--- config.mk ---
export PLATFORM = sky130hd
export DESIGN_NAME = hpt_div
export DESIGN_NICKNAME = d
export VERILOG_FILES = /design/src/hdl/hpt_pkg.sv /design/src/hdl/hpt_div.sv
export SDC_FILE = /design/constraint.sdc
export NUM_CORES = 1
export LEC_CHECK = 0
export BUFFER_PORTS_ARGS = -buffer_cell sky130_fd_sc_hd__clkbuf_2
export CAP_MARGIN = 25
export CORE_MARGIN = 3
export CORE_UTILIZATION = 40
export DETAILED_ROUTE_END_ITERATION = 12
export GPL_TIMING_DRIVEN = 0
export SYNTH_ARGS = -nofsm -noshare
export SYNTH_HDL_FRONTEND = slang
export SYNTH_SLANG_ARGS = --single-unit
export TNS_END_PERCENT = 5
--- constraint.sdc ---
create_clock -name i_clk -period 5 [get_ports i_clk]
set_input_delay 0.5 -clock i_clk [delete_from_list [all_inputs] [get_ports i_clk]]
set_output_delay 0.5 -clock i_clk [all_outputs]
set_load 0.02 [all_outputs]
--- src/hdl/hpt_pkg.sv ---
// Shared constants and types for the heading PID turn controller.
// Used by the multiplier, the serial divider and the top level; no dependencies.
`default_nettype none

package hpt_pkg;

    // Fixed-point position of the gains (unsigned Q8.16).
    localparam int GAIN_FRAC_BITS = 16;

    // Field widths.
    localparam int HEAD_W = 16;
    localparam int DT_W   = 10;
    localparam int GAIN_W = 24;
    localparam int TOL_W  = 15;
    localparam int ERR_W  = 16;
    localparam int SUM_W  = 40;
    localparam int DRV_W  = 16;

    // Configuration port.
    localparam int CFG_IDX_W  = 3;
    localparam int CFG_DATA_W = 24;
    localparam logic [CFG_IDX_W-1:0] CFG_TARGET = 3'd0;
    localparam logic [CFG_IDX_W-1:0] CFG_GAIN_P = 3'd1;
    localparam logic [CFG_IDX_W-1:0] CFG_GAIN_I = 3'd2;
    localparam logic [CFG_IDX_W-1:0] CFG_GAIN_D = 3'd3;
    localparam logic [CFG_IDX_W-1:0] CFG_TOL    = 3'd4;
    localparam logic [TOL_W-1:0]     TOL_RESET  = 15'd150;

    // Angle wrap limits in hundredths of a degree.
    localparam logic signed [16:0] WRAP_HALF = 17'sd18000;
    localparam logic signed [16:0] WRAP_FULL = 17'sd36000;

    // Shared multiplier: signed gain-side operand times signed data operand.
    localparam int MUL_A_W = GAIN_W + 1;
    localparam int MUL_B_W = 21;
    localparam int MUL_P_W = MUL_A_W + MUL_B_W;
    localparam int SUM_SPLIT = 20;

    // Serial divider for the derivative term.
    localparam int DIV_NUM_W = 40;
    localparam int DIV_DEN_W = DT_W;
    localparam int DIV_CNT_W = $clog2(DIV_NUM_W + 1);

    // Drive accumulator holds P + I + D exactly.
    localparam int ACC_W = 66;

    typedef logic signed [MUL_A_W-1:0] t_mul_a;
    typedef logic signed [MUL_B_W-1:0] t_mul_b;
    typedef logic signed [MUL_P_W-1:0] t_mul_p;

endpackage : hpt_pkg

`default_nettype wire

--- src/hdl/hpt_div.sv ---
// Restoring serial divider, one quotient bit per cycle, unsigned operands.
// Depends on hpt_pkg for the operand widths.
`default_nettype none

module hpt_div (
    input  wire logic                          i_clk,
    input  wire logic                          i_rst_n,
    input  wire logic                          i_start,
    input  wire logic [hpt_pkg::DIV_NUM_W-1:0] i_num,
    input  wire logic [hpt_pkg::DIV_DEN_W-1:0] i_den,
    output logic                               o_busy,
    output logic [hpt_pkg::DIV_NUM_W-1:0]      o_quot
);
    import hpt_pkg::*;

    logic [DIV_CNT_W-1:0] r_cnt;
    logic [DIV_NUM_W-1:0] r_q;
    logic [DIV_DEN_W-1:0] r_rem;
    logic [DIV_DEN_W-1:0] r_den;
    logic [DIV_DEN_W:0]   n_trial;
    logic                 n_ge;

    // Bring down the next numerator bit and try a subtraction.
    always_comb begin
        n_trial = {r_rem, r_q[DIV_NUM_W-1]};
        n_ge    = (n_trial >= {1'b0, r_den});
    end

    // Step counter.
    always_ff @(posedge i_clk) begin
        if (!i_rst_n) begin
            r_cnt <= '0;
        end else if (i_start) begin
            r_cnt <= DIV_CNT_W'(DIV_NUM_W);
        end else if (r_cnt != '0) begin
            r_cnt <= r_cnt - 1'b1;
        end
    end

    // Numerator shifts out while quotient bits shift in.
    always_ff @(posedge i_clk) begin
        if (i_start) begin
            r_q   <= i_num;
            r_rem <= '0;
            r_den <= i_den;
        end else if (r_cnt != '0) begin
            r_q   <= {r_q[DIV_NUM_W-2:0], n_ge};
            r_rem <= n_ge ? DIV_DEN_W'(n_trial - {1'b0, r_den}) : n_trial[DIV_DEN_W-1:0];
        end
    end

    assign o_busy = (r_cnt != '0);
    assign o_quot = r_q;

endmodule : hpt_div

`default_nettype wire

== After elaboration in Yosys (flattened, before gate mapping) ==
Index checks and enable logic that the tools add are counted.

* Add/subtract/negate cells: 2
* Multipliers: 0
* Div/mod/pow operators: 0
* $lt $le $gt $ge: 1
* Equal/unequal tests: 0
* Shift operators: 0
* Mux-type cells: 5
* Bitwise logic cells: 1
* Reduce and logical (&&, ||, !) cells: 3

{| class="wikitable"
|+ Operators by type and width
! cell !! count
|-
| $mux W40 || 2
|-
| $mux W6 || 2
|-
| $ge A11 B10 Y1 || 1
|-
| $mux W10 || 1
|-
| $sub A10 B10 Y10 || 1
|-
| $reduce_bool A6 Y1 || 1
|-
| $sub A6 B1 Y6 const B || 1
|-
| $reduce_bool A2 Y1 || 1
|-
| $reduce_or A2 Y1 || 1
|-
| $not A1 Y1 || 1
|}

* Flip-flop bits (word level): 66
* Latch bits: 0
* Bits in writable memories: 0
* ROM bits: 0
* Input port bits: 53
* Output and inout bits: 41
* Word-level logic and storage cells: 17
* Memories: 0

== Logic depth before layout (Yosys ltp) ==
* Depth in word-level cells: 3
* Gate-level depth with buffers: 10

== Worst setup path after synthesis ==
Ideal clock, no wire load.

* Kind: reg-to-reg
* From: reg r_q[39], in the netlist o_quot[39]
* To: reg r_rem[8]
* Setup time: 74 ps
* Arrival: 2454 ps
* Data required time: 4926 ps
* Setup slack: 2472 ps
* Cell stages (with the launch flop): 11
* Clock period less this slack: 2528 ps
* Cell sequence: edfxtp_1 > inv_1 > ha_1 > inv_1 > fa_1 > a211oi_2 > o21ai_1 > a211o_1 > and3_1 > or3_1 > a31oi_1

* Word-level cells in the longest chain between the ends: 2

{| class="wikitable"
|+ Ends and longest elaborated chain
! what !! line !! source
|-
| start: declaration || hpt_div.sv:17 || <nowiki>logic [DIV_NUM_W-1:0] r_q;</nowiki>
|-
| start signal: assignment || hpt_div.sv:43 || <nowiki>r_q <= i_num;</nowiki>
|-
| start signal: assignment || hpt_div.sv:47 || <nowiki>r_q <= {r_q[DIV_NUM_W-2:0], n_ge};</nowiki>
|-
| $sub A10 B10 Y10 or $ge A11 B10 Y1 (tied branches) || hpt_div.sv:48, hpt_div.sv:26 ||
|-
| $mux W10 (*) || hpt_div.sv:48 || <nowiki>r_rem <= n_ge ? DIV_DEN_W'(n_trial - {1'b0, r_den}) : n_trial[DIV_DEN_W-1:0];</nowiki>
|-
| end signal: assignment || hpt_div.sv:48 ||
|-
| end: declaration || hpt_div.sv:18 || <nowiki>logic [DIV_DEN_W-1:0] r_rem;</nowiki>
|}

Mark *: on every way between the ends. The rest lies on a longest branch, timed or not.
A chain may end at the register's enable or synchronous reset.

== Final worst setup path ==
* From: reg r_cnt[0]
* To: out o_busy

* Word-level cells in the longest chain between the ends: 1

{| class="wikitable"
|+ Ends and longest elaborated chain
! what !! line !! source
|-
| start: declaration || hpt_div.sv:16 || <nowiki>logic [DIV_CNT_W-1:0] r_cnt;</nowiki>
|-
| start signal: assignment || hpt_div.sv:34 || <nowiki>r_cnt <= DIV_CNT_W'(DIV_NUM_W);</nowiki>
|-
| start signal: assignment || hpt_div.sv:36 || <nowiki>r_cnt <= r_cnt - 1'b1;</nowiki>
|-
| $reduce_bool A6 Y1 || hpt_div.sv:52 || <nowiki>assign o_busy = (r_cnt != '0);</nowiki>
|-
| end: declaration || hpt_div.sv:11 || <nowiki>output logic o_busy,</nowiki>
|}

Every way passes these cells.

==> impl_metrics.env <==
export IMPL_outcome="finished, final reports clean"
export IMPL_synthCells=260
export IMPL_finalHoldViolations=0
export IMPL_dr_pass1_iters=5
export IMPL_drive_gt1_frac=0.427
export IMPL_cts_tree="built"
export IMPL_ys_flop_type="edfxtp_1"
export IMPL_diodes=0
export IMPL_seq_area_frac_synth=0.561
export IMPL_hold_ws_ps=333
export IMPL_postRouteAntennaNets=0
export IMPL_h_tree_depth=3
export IMPL_async_flop_share=0
export IMPL_synth_top_area_frac=0.462
export IMPL_netlist_area_mm2=0.00325
export IMPL_setup_tns_ps=0
export IMPL_seqPwrFrac=0.429
export IMPL_min_period_over_period=0.560
export IMPL_start_util=0.416
export IMPL_fin_crit_ps=2800
export IMPL_dieArea_mm2=0.00924
export IMPL_holdBufCountCts=0
export IMPL_arrival_ps=2300
export IMPL_grt_pass1_wl_um=11500
export IMPL_syn_to_final_growth_pct=24.2
export IMPL_dp_hpwl_um=5210
export IMPL_start_kind="register"
export IMPL_relSlewSlack=0.583
export IMPL_cp_max_fo=10
export IMPL_grt_overflow_total=0
export IMPL_port_buffers=93
export IMPL_worstSkewPairLatency_ps=330
export IMPL_switching_share=0.351
export IMPL_tightest_slew_ps=620
export IMPL_hp_class="in2reg"
export IMPL_drc_errors=0
export IMPL_synth_area_leaders="edfxtp_1 46%, mux2_2 14%, dfxtp_1 9.9%"
export IMPL_grt_max_degree=24
export IMPL_fmax_mhz=357
export IMPL_cts_resized=0
export IMPL_power_density_mw_per_mm2=455
export IMPL_power_leakage_nw=1.71
export IMPL_grt_pass1_vias=2354
export IMPL_path_clk_slew_ps=80
export IMPL_syn_num_nets=325
export IMPL_intPower_mw=1.19
export IMPL_end_kind="output port"
export IMPL_ys_warnings_count=0
export IMPL_drtIter0Drc=108
export IMPL_wl_um=7010
export IMPL_clock_root_buffer="clkbuf_8"
export IMPL_io_pins=94
export IMPL_cts_setup_buffers=0
export IMPL_synth_cell_types=48
export IMPL_gp_congestion=0.878
export IMPL_die_width_um=96.1
export IMPL_vdd_ir_drop_max_v=0.000242
export IMPL_post_synth_cell_area_avg_um2=12.5
export IMPL_combPwrFrac=0.359
export IMPL_clkSinkCount=66
export IMPL_clkPwrFrac=0.212
export IMPL_antenna_found_initial=0
export IMPL_cap_violations=0
export IMPL_rsz0062_at_grt="false"
export IMPL_synth_edf_count=50
export IMPL_grt_usage=0.163
export IMPL_core_mm2=0.00781
export IMPL_drt_wirelength_per_cell_um=14.9
export IMPL_synth_area_leader_cell="edfxtp_1"
export IMPL_setup_viol=0
export IMPL_ys_seq_elements=66
export IMPL_p_switching_mw=0.644
export IMPL_row_count=32
export IMPL_worst_ep_required_time_ps=4500
export IMPL_crit_type="reg2out"
export IMPL_num_vias=2396
export IMPL_nets=430
export IMPL_die_h_um=96.1
export IMPL_maxSlewViolCount=0
export IMPL_cts_buffer_depth=2
export IMPL_avgViaCountPerCell=5.08
export IMPL_cts_buffers=9
export IMPL_skew_ps=9.33
final timing paths:
path	start	endpoint	depth (start not counted)	slack, ps
max	r_cnt[0]	o_busy	7	2200
min	i_den[2]	r_den[2]	1	330
max reg2reg	o_quot[39]	r_rem[8]	10	2390
min reg2reg	r_rem[7]	r_rem[8]	2	500
registers in the layout, indices dropped and copies added, names as in the netlist:
| signal | count |
|---|---|
| o_quot | 40 |
| r_den | 10 |
| r_rem | 10 |
| r_cnt | 6 |
area by class of cell:
cell class	instances	area, µm²
fillers	726	3770
flip-flops and latches	66	1820
multi-input cells	170	1330
repair buffers	94	493
clock buffers	13	149
well taps	102	128
inverters	16	60.1
plain buffers	8	41.3
clock inverters	3	15.0
critical path: stages (launching register included):
cell and delay, ps:
dfxtp_1 310, inv_1 80, ha_1 190, or3b_4 420, nor3_4 400, inv_2 210
buf_6 200, clkbuf_2 150
cells in the final DEF, fill, tap and decap left out, drive strengths merged, types with 2 or more instances in the layout:
cell    instances
o311ai          2
edfxtp         50
or3             3
nor2b           3
and2            2
inv            17
or2             3
a31oi           2
a21o            2
clkinv          2
a311oi          4
dfxtp          16
nor3            7
clkbuf        108
o31ai           3
nand2          15
xnor2           3
mux2           40
nor2           18
buf             7
nand3           3
a21oi          10
mux2i           3
a21boi          3
ha             11
nand4           3
a211oi          6
o21a            4
o21ai           9
cells by family (layout without fill, tap and decap cells):
family                   Yosys count  in the layout  synth area share
AND/OR/NAND/NOR                   62             62            0.0959
multiplexers                      43             43             0.148
flip-flops                        66             66             0.561
adder cells (fa/ha/maj)           12             12            0.0485
buffers and inverters             24            134            0.0312
XOR/XNOR                           4              4            0.0108
AO/OA/AOI/OAI                     49             49             0.105
through the flow:
| step | utilization | instance area (µm²) | total power, mW | cells | worst slack (ps) |
|---|---|---|---|---|---|
| 2_1_floorplan | - | 3250 | 1.26 | 260 | 2470 |
| 3_3_place_gp | 0.492 | 3840 | 1.45 | 455 | 1860 |
| 3_5_place_dp | 0.496 | 3870 | 1.45 | 456 | 2420 |
| 4_1_cts | 0.517 | 4040 | 1.85 | 472 | 2160 |
| 5_1_grt | 0.517 | 4040 | 1.95 | 472 | 2020 |
| 6_report | 0.517 | 4040 | 1.83 | 472 | 2200 |
synthesized netlist by cell type (all sizes together) (2+ instances only):
master and n:
nand4 3, o21ai 9, nand2 15, clkbuf 2
inv 16, a311oi 4, ha 11, xnor2 3
nor2 18, and2 2, a21boi 3, mux2 40
a21oi 10, nor2b 3, o31ai 3, a21o 2
o21a 4, or3 3, nor3 7, a211oi 6
mux2i 3, dfxtp 16, nand3 3, o311ai 2
edfxtp 50, buf 6, a31oi 2, or2 3
power groups by stage:
stage / combinational [mW] / sequential (mW) / clock, mW
floorplan: 0.397 / 0.868 / 0
CTS: 0.662 / 0.788 / 0.395
global placement: 0.648 / 0.798 / 0
finish: 0.659 / 0.787 / 0.388
detailed placement: 0.658 / 0.796 / 0
global route: 0.728 / 0.806 / 0.416
layer usage:
metal,GRT usage,vias to the layer above,wire length (µm)
li1,-,1190,-
met1,0.223,1116,3250
met2,0.239,77,3100
met3,0.0516,13,533
met4,0.0664,0,133
met5,0,-,0
Power figures use the tool's default switching activity.
