==> src/hdl/hpt_pkg.sv <==
// Shared constants and types for the heading PID turn controller.
// Used by the multiplier, the serial divider and the top level; no dependencies.
`default_nettype none

package hpt_pkg;

    // Fixed-point position of the gains (unsigned Q8.16).
    localparam int GAIN_FRAC_BITS = 16;

    // Field widths.
    localparam int HEAD_W = 16;
    localparam int DT_W   = 10;
    localparam int GAIN_W = 24;
    localparam int TOL_W  = 15;
    localparam int ERR_W  = 16;
    localparam int SUM_W  = 40;
    localparam int DRV_W  = 16;

    // Configuration port.
    localparam int CFG_IDX_W  = 3;
    localparam int CFG_DATA_W = 24;
    localparam logic [CFG_IDX_W-1:0] CFG_TARGET = 3'd0;
    localparam logic [CFG_IDX_W-1:0] CFG_GAIN_P = 3'd1;
    localparam logic [CFG_IDX_W-1:0] CFG_GAIN_I = 3'd2;
    localparam logic [CFG_IDX_W-1:0] CFG_GAIN_D = 3'd3;
    localparam logic [CFG_IDX_W-1:0] CFG_TOL    = 3'd4;
    localparam logic [TOL_W-1:0]     TOL_RESET  = 15'd150;

    // Angle wrap limits in hundredths of a degree.
    localparam logic signed [16:0] WRAP_HALF = 17'sd18000;
    localparam logic signed [16:0] WRAP_FULL = 17'sd36000;

    // Shared multiplier: signed gain-side operand times signed data operand.
    localparam int MUL_A_W = GAIN_W + 1;
    localparam int MUL_B_W = 21;
    localparam int MUL_P_W = MUL_A_W + MUL_B_W;
    localparam int SUM_SPLIT = 20;

    // Serial divider for the derivative term.
    localparam int DIV_NUM_W = 40;
    localparam int DIV_DEN_W = DT_W;
    localparam int DIV_CNT_W = $clog2(DIV_NUM_W + 1);

    // Drive accumulator holds P + I + D exactly.
    localparam int ACC_W = 66;

    typedef logic signed [MUL_A_W-1:0] t_mul_a;
    typedef logic signed [MUL_B_W-1:0] t_mul_b;
    typedef logic signed [MUL_P_W-1:0] t_mul_p;

endpackage : hpt_pkg

`default_nettype wire

==> src/hdl/hpt_mul.sv <==
// Shared signed multiplier with a registered product.
// Depends on hpt_pkg for the operand and product types.
`default_nettype none

module hpt_mul (
    input  wire logic           i_clk,
    input  wire hpt_pkg::t_mul_a i_a,
    input  wire hpt_pkg::t_mul_b i_b,
    output hpt_pkg::t_mul_p      o_prod
);
    import hpt_pkg::*;

    t_mul_p r_prod;

    // One product per cycle, available the cycle after the operands.
    always_ff @(posedge i_clk) begin
        r_prod <= MUL_P_W'(i_a) * MUL_P_W'(i_b);
    end

    assign o_prod = r_prod;

endmodule : hpt_mul

`default_nettype wire

==> config.mk <==
export PLATFORM = sky130hd
export DESIGN_NAME = hpt_mul
export DESIGN_NICKNAME = d
export VERILOG_FILES = /design/src/hdl/hpt_pkg.sv /design/src/hdl/hpt_mul.sv
export SDC_FILE = /design/constraint.sdc
export NUM_CORES = 1
export LEC_CHECK = 0
export BUFFER_PORTS_ARGS = -buffer_cell sky130_fd_sc_hd__clkbuf_2
export CAP_MARGIN = 5
export CORE_ASPECT_RATIO = 1.2
export CORE_MARGIN = 2
export CORE_UTILIZATION = 31
export DETAILED_ROUTE_END_ITERATION = 8
export HOLD_SLACK_MARGIN = 0.05
export PLACE_DENSITY_LB_ADDON = 0.3
export SLEW_MARGIN = 20
export SYNTH_ARGS = -nofsm -noshare
export SYNTH_HDL_FRONTEND = slang
export SYNTH_SLANG_ARGS = --single-unit
==> constraint.sdc <==
create_clock -name i_clk -period 7.3 [get_ports i_clk]
set_clock_uncertainty 0.1 [all_clocks]
set_input_delay 0.73 -clock i_clk [delete_from_list [all_inputs] [get_ports i_clk]]
set_output_delay 0.73 -clock i_clk [all_outputs]
set_load 0.02 [all_outputs]
Word-level counts from Yosys, hierarchy flattened
Index checks and enable logic that the tools add are counted.
Widths: inputs -> output; s select.
{"block": "totals", "reg_bits": 46, "in_bits": 47, "out_inout_bits": 46, "wordCells": 2}
{"block": "op_classes", "mul": 1}
{"cell": "$mul 25x21->46", "n": 1}

Logic depth before layout (Yosys ltp)
Gate-level depths: netlist of run 1.
{"block": "logic_depth", "word_depth": 1, "ltp_mapped": 26, "mapped_depth_nobuf": 24}

Worst setup path after synthesis of run 1
OpenSTA, ideal clock, no wires.
{"block": "synth_path", "path_kind": "input port to flip-flop", "from": "in i_b[0]", "to": "reg r_prod[43] (netlist: o_prod[43])", "setup_time_ns": 0.062, "arrival_time_ns": 6.970, "required_time_ns": 7.138, "setup_slack_ns": 0.168, "path_stages": 26, "path_buffers": 2, "path_cell_list": "clkbuf_1 > clkbuf_1 > nand2_1 > fa_1 > inv_1 > ha_1 > inv_1 > fa_1 > inv_1 > fa_1 > inv_1 > fa_1 > inv_1 > fa_1 > inv_1 > fa_1 > inv_1 > ha_1 > nand3_1 > nor2_2 > a2111oi_4 > o21ai_2 > a311oi_4 > nor3_2 > or4_1 > nand3_1"}
{"block": "synth_via", "elab_chain_cells": 1}
{"item": "start: declaration", "line_no": "hpt_mul.sv:8", "rtl": "input wire hpt_pkg::t_mul_b i_b,"}
{"item": "$mul 25x21->46", "line_no": "hpt_mul.sv:17", "rtl": "r_prod <= MUL_P_W'(i_a) * MUL_P_W'(i_b);"}
{"item": "end signal: assignment", "line_no": "hpt_mul.sv:17"}
{"item": "end: declaration", "line_no": "hpt_mul.sv:13", "rtl": "t_mul_p r_prod;"}
No other way between the ends.

Worst setup path in the final report of run 1
{"block": "layout_path", "from": "in i_b[4]", "to": "reg r_prod[43] (netlist: o_prod[43])"}
The elaborated chain is that of the path after synthesis.

==> flow_summary_export.csv, run 1 <==
group,metric,value,unit
status,outcome,"completed",
cells_and_area,antenna_cells,0,
global_route,track_usage,17.8,%
setup_path,worst-path-stages,24,
cts,cts_hold_buf,0,
job,drv_cap,0,
cells_and_area,drive_gt1_share,13.1,%
setup_path,crit_top_cell,"fa_1",
setup_path,timing.critical_path.buf_inv,7,
timing,setup_slack,154,ps
setup_path,start_kind,"primary input",
floorplan,die_area,66800,µm²
setup_path,required,7470,ps
global_route,grt_max_degree,23,
global_route,grt_pass1_vias,17422,
global_route,antenna_found_initial,1,
detailed_routing,wl_per_cell,17.0,µm
synthesis,synth.cell_area,20100,µm²
synthesis,synthesis.nets,2900,
synthesis,synth_most_common_cell,"inv_1",
cts,cts_tree,"built",
cells_and_area,largest_register_ffs,46,
detailed_routing,wirelength,54900,µm
detailed_routing,vias,14715,
placed_design,pre_cts_slack,-264,ps
placed_design,port_buffers,92,
timing,period_needed,7150,ps
floorplan,die_w,236,µm
setup_path,cp-endpoint,"o_prod[43]$_DFF_P_",
setup_path,critPathCaptureType,"register",
synthesis,synth-async-reset-ratio,0,%
cts,clockRootBuffer,"clkbuf_16",
floorplan,rows,102,
cells_and_area,stdcell_count,3232,
timing,fmax,140,MHz
placed_design,dp_cells,3223,
detailed_routing,route.detailed.drc,0,
setup_path,critical_path_peak_fanout,15,
timing,setup_violations,0,
cells_and_area,synthToLayoutAreaGrowth,15.0,%
floorplan,start_util,31.2,%
cts,clkTransAtPathRegs,80,ps
cts,clock_path_buffers,2,
cells_and_area,multi_input_area,16500,µm²
detailed_routing,detail-route-antenna-nets,0,
timing,drv_slew,0,
synthesis,seq_area_frac_synth,4.59,%
cells_and_area,seq_area,921,µm²
synthesis,synth-main-ff-cell,"dfxtp_1",
detailed_routing,firstDrtPassIters,5,
placed_design,dp_hpwl,49600,µm
detailed_routing,viasPerCell,4.55,
placed_design,gp_congestion,0.862,
hold_path,min_from,"i_b[0]",
floorplan,coreArea,64300,µm²
cells_and_area,final_nets,3100,
synthesis,syn_area_per_cell,9.12,µm²
hold_path,hold_path_class,"in2reg",
setup_path,cp_cell_sequence,"clkbuf_2 > buf_12 > and2_1 > fa_1 > fa_1 > inv_1 > fa_1 > inv_1 > fa_1 > fa_1 > fa_1 > inv_1 > fa_1 > inv_1 > ha_1 > a21o_1 > a21o_1 > a21o_1 > or3_4 > a311oi_4 > buf_4 > nor3_2 > or4_1 > nand3_1",
setup_path,critPathKind,"in2reg",
synthesis,synth_top_area_share,53.4,%
synthesis,yosys.area.top_type,"fa_1",
detailed_routing,drtIter0Drc,564,
timing,rsz0062_at_grt,"true",
setup_path,max_stage_delay,550,ps
setup_path,crit_path_top_delay_cell,"fa_1",
timing,worst_slew_margin_rel,56.6,%
timing,finalCritPeriodShare,97.9,%
synthesis,synth_edf_count,0,
cts,h-tree-depth,2,
synthesis,synthCells,2199,
global_route,grt_overflow_total,0,
timing,hold_viol_final,0,
synthesis,synth_common_cells,"inv_1, fa_1, nand2_1",
floorplan,dieHeight,283,µm
global_route,grt_pass1_wl,91600,µm
setup_path,startpoint,"i_b[4]",
timing,fin_hold_ws,852,ps
setup_path,crit_family,"adder cells",
cts,cts_num_sinks,46,
timing,worst_pin_slew,651,ps
synthesis,ys_warn_count,0,
synthesis,ys_seq_elements,46,
cells_and_area,fillCellCount,6698,
setup_path,cp.arrival,7310,ps
synthesis,synth.distinct_cells,55,
floorplan,ios,93,
synthesis,yosys-top-cells-area,"fa_1, inv_1, ha_1",
cts,cts_made_buffers,5,
timing,setup_tns,0,ps
## per-stage QoR
step           area [µm²]  utilization, %
2_1_floorplan       20100               -
3_3_place_gp        22900            35.6
3_5_place_dp        22900            35.6
4_1_cts             23100            35.8
5_1_grt             23100            35.9
6_report            23100            35.9
## repair_timing
item                       CTS  global route
resized for setup            0             6
setup endpoints to repair    0            10
setup buffers                0             1
## metal layers
metal	share of wire (%)	vias up	global-route usage [%]
li1	-	6663	-
met1	36	7704	18.6
met2	58	268	36.6
met3	2.7	78	1.78
met4	3.5	2	6.12
met5	0.027	-	0
## worst min path at each step
stage	to	cells after the start
after floorplan	o_prod[0]$_DFF_P_	2
after global placement	o_prod[0]	1
after detailed placement	o_prod[9]	1
after CTS	o_prod[0]$_DFF_P_	3
after global routing	o_prod[0]$_DFF_P_	3
final	o_prod[0]$_DFF_P_	3
## cells by family (layout without fill, tap and decap cells)
family	after synthesis	count (layout)	synth area share [%]
compound gates	128	128	4.34
xor+xnor	45	45	1.96
fa+ha+maj	654	654	60.8
buf+inv	712	913	13.3
flops	46	46	4.59
simple gates	614	614	15.0
## layout by cell type (no fill, tap or decap), types with 14 or more instances in the layout
cell      count
nand2_1     290
ha_1        119
a21o_1       16
clkbuf_2     88
inv_1       607
a21oi_1      43
fa_1        535
buf_4       191
nand3_1      16
and2_1      227
dfxtp_1      46
nand2b_1     15
nor2_1       38
buf_12       14
xnor2_1      35
o21ai_0      14
## layout make-up
class / count / share of cell area (%)
clock buffer: 5 / 0.542
clock inverter: 3 / 0.211
inverter: 608 / 9.89
multi-input combinational: 1441 / 71.4
sequential: 46 / 3.99
tap: 832 / 4.51
timing repair buffer: 297 / 9.42
Power of run 1 is left out: the tool's default activity adds up to more than one toggle a clock period on the data nets, which glitch-free logic cannot reach.
==> run 2: changes to the inputs <==
Settings changed: HOLD_SLACK_MARGIN 0.05 to unset, REMOVE_ABC_BUFFERS set to 1.
==> flow_summary_export.csv, run 2 (synthesized netlist as in run 1, its figures left out) <==
group,metric,value,unit
hold_path,min_from,"i_a[0]",
timing,period_needed,7110,ps
floorplan,rows,102,
setup_path,critPathKind,"in2reg",
global_route,grt_pass1_vias,17520,
cts,cts_num_sinks,46,
cts,clkTransAtPathRegs,70,ps
hold_path,min_to,"o_prod[0]$_DFF_P_",
cells_and_area,seq_area,921,µm²
timing,setup_slack,188,ps
cells_and_area,largest_register_ffs,46,
placed_design,dp_hpwl,48800,µm
cells_and_area,synthToLayoutAreaGrowth,15.5,%
detailed_routing,wl_per_cell,16.8,µm
global_route,track_usage,17.4,%
placed_design,gp_congestion,0.899,
cts,clockRootBuffer,"clkbuf_16",
detailed_routing,firstDrtPassIters,5,
cells_and_area,multi_input_area,16500,µm²
global_route,grt_max_degree,16,
cells_and_area,final_common_cell,"inv_1",
cts,cts_setup_buffers,0,
cts,cts_tree,"built",
setup_path,cp_cell_sequence,"clkbuf_2 > buf_12 > and2_1 > fa_1 > fa_1 > inv_1 > fa_1 > inv_1 > fa_1 > fa_1 > fa_1 > inv_1 > fa_1 > inv_1 > ha_1 > nand3_2 > buf_4 > or3_1 > o21ai_4 > a311oi_4 > buf_4 > o31ai_1 > a21oi_1 > xnor2_1",
detailed_routing,route.detailed.drc,0,
detailed_routing,vias,14803,
setup_path,required,7390,ps
cells_and_area,final_nets,3111,
floorplan,dieHeight,283,µm
setup_path,cp.arrival,7210,ps
timing,drv_slew,0,
cts,clock_path_buffers,2,
detailed_routing,wirelength,54400,µm
placed_design,pre_cts_slack,-283,ps
cells_and_area,fillCellCount,6726,
timing,hold_viol_final,0,
detailed_routing,viasPerCell,4.56,
status,outcome,"completed",
timing,fmax,141,MHz
timing,worst_slew_margin_rel,62.0,%
floorplan,ios,93,
detailed_routing,detail-route-antenna-nets,0,
cells_and_area,stdcell_count,3243,
cts,cts_made_buffers,5,
global_route,antenna_found_initial,2,
cells_and_area,antenna_cells,0,
floorplan,start_util,31.2,%
placed_design,port_buffers,92,
timing,setup_violations,0,
setup_path,critPathCaptureType,"register",
cells_and_area,final_cell_mix,"inv_1, fa_1, nand2_1, and2_1, buf_4",
setup_path,crit_path_top_delay_cell,"fa_1",
timing,worst_pin_slew,565,ps
job,drv_cap,0,
cts,cts_hold_buf,0,
setup_path,critical_path_peak_fanout,9,
setup_path,crit_top_cell,"fa_1",
floorplan,die_area,66800,µm²
floorplan,die_w,236,µm
cells_and_area,drive_gt1_share,13.9,%
cts,h-tree-depth,2,
global_route,grt_pass1_wl,90000,µm
global_route,grt_overflow_total,0,
floorplan,coreArea,64300,µm²
setup_path,max_stage_delay,520,ps
placed_design,dp_cells,3235,
timing,finalCritPeriodShare,97.4,%
hold_path,whs_path_depth,3,
setup_path,start_kind,"primary input",
hold_path,hold_path_class,"in2reg",
detailed_routing,drtIter0Drc,607,
-- run 2: area by class of cell --
type / instances / area share [%]
multi-input cells: 1441 / 71.4
flip-flops and latches: 46 / 3.97
clock inverters: 3 / 0.189
inverters: 608 / 9.85
clock buffers: 5 / 0.540
repair buffers: 308 / 9.59
well taps: 832 / 4.49
-- run 2: worst max-delay path by stage --
stage | start | endpoint | slack, ps | cells past startpoint
floorplan | i_b[20] | o_prod[43]$_DFF_P_ | 410 | 20
global placement | i_b[6] | o_prod[43]$_DFF_P_ | -240 | 24
detailed placement | i_b[6] | o_prod[45]$_DFF_P_ | -280 | 23
CTS | i_b[6] | o_prod[43]$_DFF_P_ | 20 | 22
global route | i_b[3] | o_prod[39]$_DFF_P_ | -1 | 24
finish | i_b[3] | o_prod[35]$_DFF_P_ | 190 | 24
-- run 2: critical path, delay by kind of cell --
family          cells  cell delay (ps)
simple gates        3              780
xor+xnor            1              130
fa+ha+maj           8             3850
buf+inv             8              870
compound gates      4              840
-- run 2: timing repair --
action	CTS	global route
endpoints found under the setup margin	1	16
resized for setup	1	33
pin swaps	1	18
-- run 2: metal layers --
metal	up-vias	wire length (µm)	GRT usage (%)
met5	-	0	0
met4	0	2030	5.76
met1	7693	20500	19.2
met3	104	1660	1.34
met2	326	30200	34.8
li1	6680	-	-
-- run 2: per-stage QoR --
step	cell area, µm²	utilization [%]	TNS (ps)	hold slack [ps]
2_1_floorplan	19700	-	0	752
3_3_place_gp	22900	35.6	-2670	1050
3_5_place_dp	22900	35.6	-2980	1040
4_1_cts	23100	35.9	0	949
5_1_grt	23200	36.0	-1.19	984
6_report	23200	36.0	0	982
Power of run 2 is left out for the same reason.
